[config.mk]
export PLATFORM = sky130hd
export DESIGN_NAME = gufwm_front
export DESIGN_NICKNAME = d
export VERILOG_FILES = /design/src/gufwm_pkg.sv /design/src/gufwm_front.sv
export SDC_FILE = /design/constraint.sdc
export NUM_CORES = 1
export LEC_CHECK = 0
export ABC_AREA = 1
export BUFFER_PORTS_ARGS = -buffer_cell sky130_fd_sc_hd__buf_2
export CORE_ASPECT_RATIO = 0.8
export CORE_MARGIN = 3
export CORE_UTILIZATION = 55
export CTS_BUF_LIST = sky130_fd_sc_hd__clkbuf_8
export DETAILED_ROUTE_END_ITERATION = 8
export GPL_TIMING_DRIVEN = 1
export PLACE_DENSITY = 0.83
export SLEW_MARGIN = 0
export SYNTH_ARGS = -nofsm -noshare
export SYNTH_HDL_FRONTEND = slang
export SYNTH_SLANG_ARGS = --single-unit
[constraint.sdc]
create_clock -name i_clk -period 14.06 [get_ports i_clk]
set_input_delay 2.109 -clock i_clk [delete_from_list [all_inputs] [get_ports i_clk]]
set_output_delay 2.109 -clock i_clk [all_outputs]
set_load 0.02 [all_outputs]
[src/gufwm_pkg.sv]
// Shared types and constants for the grid union-find wall merge block.
// No dependencies; imported by every module of the block.
`timescale 1ns / 1ps

package gufwm_pkg;

    localparam int DEF_MAX_COLS = 32;
    localparam int DEF_MAX_ROWS = 32;

    localparam int CFG_DATA_W = 6;
    localparam int CFG_IDX_W  = 1;
    localparam int CELL_W     = 10;
    localparam int SIDE_W     = 2;

    // configuration register indexes
    localparam logic [CFG_IDX_W-1:0] CFG_GRID_WIDTH  = 1'd0;
    localparam logic [CFG_IDX_W-1:0] CFG_GRID_HEIGHT = 1'd1;

    // side codes of a cell
    localparam logic [SIDE_W-1:0] SIDE_TOP    = 2'd0;
    localparam logic [SIDE_W-1:0] SIDE_RIGHT  = 2'd1;
    localparam logic [SIDE_W-1:0] SIDE_BOTTOM = 2'd2;
    localparam logic [SIDE_W-1:0] SIDE_LEFT   = 2'd3;

    localparam int FQ_DEPTH = 2;
    localparam int RQ_DEPTH = 2;

    typedef struct packed {
        logic [4:0] row;
        logic [4:0] col;
        logic       downward;
    } t_in;

    typedef struct packed {
        logic              opened;
        logic              bad_wall;
        logic [CELL_W-1:0] first_cell;
        logic [CELL_W-1:0] second_cell;
        logic [SIDE_W-1:0] first_side;
        logic [SIDE_W-1:0] second_side;
    } t_out;

endpackage

[src/gufwm_front.sv]
// Front end: grid size clamping, wall classification and cell indexing,
// feeding a short job queue towards the back end. Depends on gufwm_pkg.
`timescale 1ns / 1ps

module gufwm_front
    import gufwm_pkg::*;
#(
    parameter int MAX_COLS = DEF_MAX_COLS,
    parameter int MAX_ROWS = DEF_MAX_ROWS,
    localparam int CW = $clog2(MAX_COLS * MAX_ROWS)
) (
    input  logic                  i_clk,
    input  logic                  i_rst_n,
    input  logic [CFG_DATA_W-1:0] i_grid_width,
    input  logic [CFG_DATA_W-1:0] i_grid_height,
    input  logic                  i_push,
    output logic                  o_full,
    input  t_in                   i_in,
    output logic                  o_job_valid,
    input  logic                  i_job_take,
    output t_out                  o_job_res,
    output logic [CW-1:0]         o_job_a,
    output logic [CW-1:0]         o_job_b
);

    localparam int PW = $clog2(FQ_DEPTH) > 0 ? $clog2(FQ_DEPTH) : 1;
    localparam int NW = $clog2(FQ_DEPTH + 1);

    logic [CFG_DATA_W-1:0] w_eff, h_eff;
    logic [5:0]            row1, col1, row2, col2;
    logic [11:0]           idx_a, idx_b;
    logic                  bad;
    t_out                  res;
    logic                  wr, rd;

    t_out          r_q_res [FQ_DEPTH];
    logic [CW-1:0] r_q_a   [FQ_DEPTH];
    logic [CW-1:0] r_q_b   [FQ_DEPTH];
    logic [PW-1:0] r_wp, r_rp;
    logic [NW-1:0] r_cnt;

    // out-of-range sizes: zero counts as one, above the maximum counts as the maximum
    always_comb begin
        w_eff = i_grid_width;
        if (i_grid_width == '0) begin
            w_eff = CFG_DATA_W'(1);
        end else if (int'(i_grid_width) > MAX_COLS) begin
            w_eff = CFG_DATA_W'(MAX_COLS);
        end
        h_eff = i_grid_height;
        if (i_grid_height == '0) begin
            h_eff = CFG_DATA_W'(1);
        end else if (int'(i_grid_height) > MAX_ROWS) begin
            h_eff = CFG_DATA_W'(MAX_ROWS);
        end
    end

    assign row1 = {1'b0, i_in.row};
    assign col1 = {1'b0, i_in.col};
    assign row2 = row1 + 6'(i_in.downward);
    assign col2 = col1 + 6'(!i_in.downward);
    assign bad  = (row1 >= h_eff) || (col1 >= w_eff) || (row2 >= h_eff) || (col2 >= w_eff);

    assign idx_a = 12'(row1) * 12'(w_eff) + 12'(col1);
    assign idx_b = 12'(row2) * 12'(w_eff) + 12'(col2);

    always_comb begin
        res = '0;
        res.bad_wall = bad;
        if (!bad) begin
            res.first_cell  = CELL_W'(idx_a);
            res.second_cell = CELL_W'(idx_b);
            res.first_side  = i_in.downward ? SIDE_BOTTOM : SIDE_RIGHT;
            res.second_side = i_in.downward ? SIDE_TOP : SIDE_LEFT;
        end
    end

    assign o_full      = (r_cnt == NW'(FQ_DEPTH));
    assign o_job_valid = (r_cnt != '0);
    assign wr          = i_push && !o_full;
    assign rd          = i_job_take && o_job_valid;

    assign o_job_res = r_q_res[r_rp];
    assign o_job_a   = r_q_a[r_rp];
    assign o_job_b   = r_q_b[r_rp];

    always_ff @(posedge i_clk) begin
        if (wr) begin
            r_q_res[r_wp] <= res;
            r_q_a[r_wp]   <= CW'(idx_a);
            r_q_b[r_wp]   <= CW'(idx_b);
        end
    end

    always_ff @(posedge i_clk) begin
        if (!i_rst_n) begin
            r_wp  <= '0;
            r_rp  <= '0;
            r_cnt <= '0;
        end else begin
            if (wr) begin
                r_wp <= (int'(r_wp) == FQ_DEPTH - 1) ? '0 : r_wp + PW'(1);
            end
            if (rd) begin
                r_rp <= (int'(r_rp) == FQ_DEPTH - 1) ? '0 : r_rp + PW'(1);
            end
            r_cnt <= r_cnt + NW'(wr) - NW'(rd);
        end
    end

endmodule

# == Word-level counts from Yosys, hierarchy flattened ==
# Memories as Yosys holds them, arrays and structs flattened. A register that Yosys moved wholly into a read port is not among the register bits.
# Index checks and enable logic that the tools add are counted.
# classes
n_eq_ne,1
reduce_logical,10
mul,2
n_mux,17
n_addsub,8
n_lt_le_gt_ge,6
# ops
op,count
$mux W24,1
$mux W6,4
$add A5 B1 Y6,2
$ge A5 B6 Y1,2
$ge A6 B6 Y1,2
$gt A6 B6 Y1 const B,2
$logic_not A6 Y1,2
$add A10 B5 Y10,1
$add A10 B6 Y10,1
$mul A5 B6 Y10,1
$mul A6 B6 Y10,1
$mux W1,10
$mux W2,2
$logic_or A1 B1 Y1,3
$add A1 B1 Y1 const B,2
$add A2 B1 Y2,1
$eq A2 B2 Y1 const B,1
$logic_and A1 B1 Y1,2
$logic_not A1 Y1,2
$reduce_bool A2 Y1,1
$sub A2 B1 Y2,1
# totals
out_inout_bits,48
reg_bits,4
in_bits,27
word_cells,50
mem_bits_rw,90
n_memories,3
# memory_table
name,depth,word_bits,rd,rd_ports_with_merged_regs,write_ports,line,text
r_q_res,2,25,1,1,1,gufwm_front.sv:36,t_out r_q_res [FQ_DEPTH];
r_q_a,2,10,1,1,1,gufwm_front.sv:37,logic [CW-1:0] r_q_a [FQ_DEPTH];
r_q_b,2,10,1,1,1,gufwm_front.sv:38,logic [CW-1:0] r_q_b [FQ_DEPTH];

# == Logic depth before layout (Yosys ltp) ==
# depth
depth_word,8
mapped_depth,25
ltp_nobuf,25

# == Least setup slack after synthesis ==
# No wires, ideal clock.
# synth_timing
path_kind,input to register
start,in i_in[0] (netlist name)
end,"mem r_q_b[0][6] (netlist name), data pin"
setup_slack_ns,7.775
t_arrival_ns,6.022
t_required_ns,13.797
n_path_buf,0
setup_time_ns,0.263
cell_stages,20
path_cell_list,ha_1 -> ha_1 -> nand3_1 -> nand2_1 -> nand2_1 -> nor2_1 -> fa_1 -> inv_1 -> fa_1 -> inv_1 -> fa_1 -> inv_1 -> fa_1 -> inv_1 -> ha_1 -> a21o_1 -> a21oi_1 -> nand2_1 -> xnor2_1 -> inv_1
# synth_between
elab_chain_len,3
word_cells_on_any_way,5
classes_between,add/sub: 3; mul: 1; reduce/logical: 1
# synth_lines
element,line,text
from (decl),gufwm_front.sv:18,"input t_in i_in,"
$add A5 B1 Y6 / $logic_not A1 Y1 (equally long branches),"gufwm_front.sv:60, gufwm_front.sv:61",
$mul A6 B6 Y10 / $add A5 B1 Y6 (equally long branches),"gufwm_front.sv:65, gufwm_front.sv:61",
$add A10 B6 Y10 *,gufwm_front.sv:65,assign idx_b = 12'(row2) * 12'(w_eff) + 12'(col2);
via idx_b[6],gufwm_front.sv:31,"logic [11:0] idx_a, idx_b;"
to (decl),gufwm_front.sv:38,
# Mark *: on every way through the listed nets, which the timed path passes. The rest lies on a longest branch.

==> results.toml <==
[outcome]
run_status = "finished, final reports clean"

[synth]
synth.net_count = 810
ys_ff_latch = 91
ys_warn_count = 0
synthDistinctLibCells = 33
mean_post_synth_cell_area_um2 = 9.89
synth_seq_area_share_pct = 40.0
netlist_instances = 678
synth_area_um2 = 6700

[final_layout]
mostFrequentLayoutCell = "sky130_fd_sc_hd__inv_1"
stdcell_area_um2 = 7400
multi_input_gate_area_in_the_final_layout_um2 = 3420
fin_nets = 882
post-route-util_pct = 63.3
antennaDiodeCount = 0
num-fill-cells = 935
regArea_um2 = 2680
most-common-layout-cells = "135 x sky130_fd_sc_hd__inv_1, 100 x sky130_fd_sc_hd__nand2_1, 86 x sky130_fd_sc_hd__edfxtp_1, 78 x sky130_fd_sc_hd__nor2_1, 73 x sky130_fd_sc_hd__buf_2"
syn2layout_area_growth_pct = 10.5
post_route_cells_drive_above_1_share_pct = 21.5

[routing]
drcViolationCount = 0
detail_route.first_pass.iterations = 5
met3_wirelength_um = 832
detail_route.wirelength_um = 13900
detail-route-antenna-nets = 0
topRoutingLayerUsed = "met4"
wl_met2_um = 6820
drt-met1-wl_um = 6090
via_per_inst = 5.33
num_vias = 4807
initialDrtViolationCount = 485
route.detailed.wl_per_inst_um = 15.4

[timing]
min_period_ns = 6.39
finalHoldViolCount = 0
setup_total_negative_slack_ns = 0
max_freq_ghz = 0.156
timing.max_slew.rel_slack_pct = 31.8
rsz0062_at_grt = "no"
fin_skew_ns = 0.0113
smallest_hold_slack_ns = 0.451
finalSetupViolations = 0
final.period_utilization_pct = 45.5
worstMarginPinSlew_ns = 1.02
timing_max_transition_violations_final = 0

[setup_path]
worst-endpoint-required_ns = 14.12
rr_worst_depth = 6
worst-endpoint-arrival_ns = 6.45
cp_max_fo = 6
critical_path.startpoint_type = "primary input"
r2r-end = "r_cnt[1]"
worst_r2r_startpoint = "r_cnt[1]"
path_class = "in2reg"
critical_path_sink_type = "register"
ff2ff_setup_slack_ns = 12.28

[pwr]
swShare_pct = 37.8
power_leakage_nw = 3.68
internal_power_w = 0.000626
post-layout-total-power_w = 0.00101
p_switching_w = 0.000381
cellPowerDensity_nw_per_um2 = 136
power_frac_comb_pct = 41.3
sequential_fraction_of_design_power_pct = 39.7
p_clk_share_pct = 19.0
max-vdd-ir-drop_mv = 0.0793

[die]
full_die_area_um2 = 13600
die_height_um = 105
die-width_um = 129
ios = 75
core-area_um2 = 11700
floorplan.rows = 35
initial_core_util_pct = 57.3

[global_route]
grt_start_max_net_pins = 45
antenna_violations_before_repair = 0
number_of_global_route_vias_before_repair = 4923
track_usage_pct = 21.0
gr-total-overflow = 0
wire_length_of_the_first_global_routing_pass_um = 22900

[clocking]
tritoncts = "yes"
cts.reportedPaths.clkPinSlew_ns = 0.08
root_buffer = "sky130_fd_sc_hd__clkbuf_8"
cts-root-to-sink-buffers = 2
cts_num_sinks = 91
cts-buffers-inserted = 9
h-tree-depth = 3
cts-hold-fix-buffers = 0
clock_latency_ns = 0.34
post-cts-setup-buffers = 0
postCtsResizedCells = 0

[hold_path]
worstHoldStart = "r_rp"
min_path_type = "reg2reg"
holdPathStages = 1

[place]
placed_cell_area_um2 = 7190
weighted_congestion_reported_at_the_end_of_routability_driven_placement = 0.932
place.port_buffers = 73
hpwl_um = 10800

[flow_run]
timing.max_cap.violations = 0
per-layer routing:
layer	vias to the layer above	global-route usage (%)
met5	-	0
met2	159	36.1
met3	16	2.45
li1	2317	-
met1	2315	28.8
met4	0	4.23
worst max-delay path by stage:
stage / start / endpoint / slack, ns / cells past startpoint
after global routing: i_in[0] / r_q_res[0][10] / 7.40 / 21
after global placement: i_in[0] / r_q_res[0][10] / 7.47 / 21
final: i_in[0] / r_q_res[0][10] / 7.67 / 21
after detailed placement: i_in[0] / r_q_res[0][10] / 7.35 / 21
after CTS: i_in[0] / r_q_res[0][10] / 7.71 / 21
after floorplan: i_in[0] / r_q_b[0][6] / 7.77 / 20
power groups by stage:
stage          registers [W]  clock network [W]  logic [W]
6_report            0.000400           0.000191   0.000416
3_3_place_gp        0.000402                  0   0.000397
2_1_floorplan       0.000389                  0   0.000313
3_5_place_dp        0.000406                  0   0.000412
5_1_grt             0.000405           0.000204   0.000459
4_1_cts             0.000400           0.000190   0.000417
sequential cells by signal (all words and copies together), names as in the netlist, named ones only:
register	flops
r_q_a	20
r_q_b	20
r_cnt	2
r_wp	1
r_rp	1
r_q_res	46
critical path, stage by stage:
cell	delay, ns
sky130_fd_sc_hd__buf_2	0.12
sky130_fd_sc_hd__ha_1	0.23
sky130_fd_sc_hd__ha_1	0.23
sky130_fd_sc_hd__nand3_1	0.10
sky130_fd_sc_hd__nand2_1	0.07
sky130_fd_sc_hd__nand2_1	0.19
sky130_fd_sc_hd__nor2_1	0.09
sky130_fd_sc_hd__fa_1	0.52
sky130_fd_sc_hd__inv_1	0.05
sky130_fd_sc_hd__fa_1	0.47
sky130_fd_sc_hd__inv_1	0.06
sky130_fd_sc_hd__fa_1	0.55
sky130_fd_sc_hd__inv_1	0.06
sky130_fd_sc_hd__fa_1	0.53
sky130_fd_sc_hd__inv_1	0.04
sky130_fd_sc_hd__ha_1	0.34
sky130_fd_sc_hd__a21o_1	0.21
sky130_fd_sc_hd__a21oi_1	0.12
sky130_fd_sc_hd__nand2_1	0.08
sky130_fd_sc_hd__xnor2_1	0.21
sky130_fd_sc_hd__nor2_2	0.08
cell families (layout without fill, tap and decap cells):
kind of cell	count (synthesis)	count (layout)	share of synthesized area, %
compound gates	31	31	2.71
xor+xnor	16	16	2.09
fa+ha+maj	105	105	23.5
buf+inv	153	229	9.17
flops	91	91	40.0
mux	43	43	7.22
other cells	1	1	0.0559
simple gates	238	238	15.2
Yosys cell counts (all sizes together):
cell	n	share of area [%]
o21ai	8	0.60
conb	1	0.056
a21oi	14	1.0
o21bai	4	0.45
xor2	12	1.6
nand3	23	1.8
inv	137	7.7
dfxtp	5	1.5
nand4	7	0.65
o211ai	1	0.11
nand3b	1	0.11
o21a	1	0.11
xnor2	4	0.52
a21boi	2	0.28
nor2	100	6.5
or2	2	0.19
clkinv	2	0.11
buf	11	1.2
nor3	5	0.37
mux2	43	7.2
ha	70	13
clkbuf	3	0.17
nand2	100	5.6
fa	35	10
edfxtp	86	39
a21o	1	0.11
layout make-up:
cell class | instances | area share, %
well taps | 148 | 2.50
inverters | 139 | 7.05
clock inverters | 6 | 1.18
clock buffers | 9 | 1.67
flip-flops and latches | 91 | 36.3
repair buffers | 75 | 5.14
multi-input cells | 434 | 46.2
metrics by stage:
| stage | setup slack, ns | instances |
|---|---|---|
| 6_report | 7.67 | 902 |
| 3_5_place_dp | 7.35 | 887 |
| 2_1_floorplan | 7.77 | 678 |
| 5_1_grt | 7.40 | 902 |
| 3_3_place_gp | 7.47 | 887 |
| 4_1_cts | 7.71 | 902 |
Note: power is estimated with default switching activity, not from simulation.
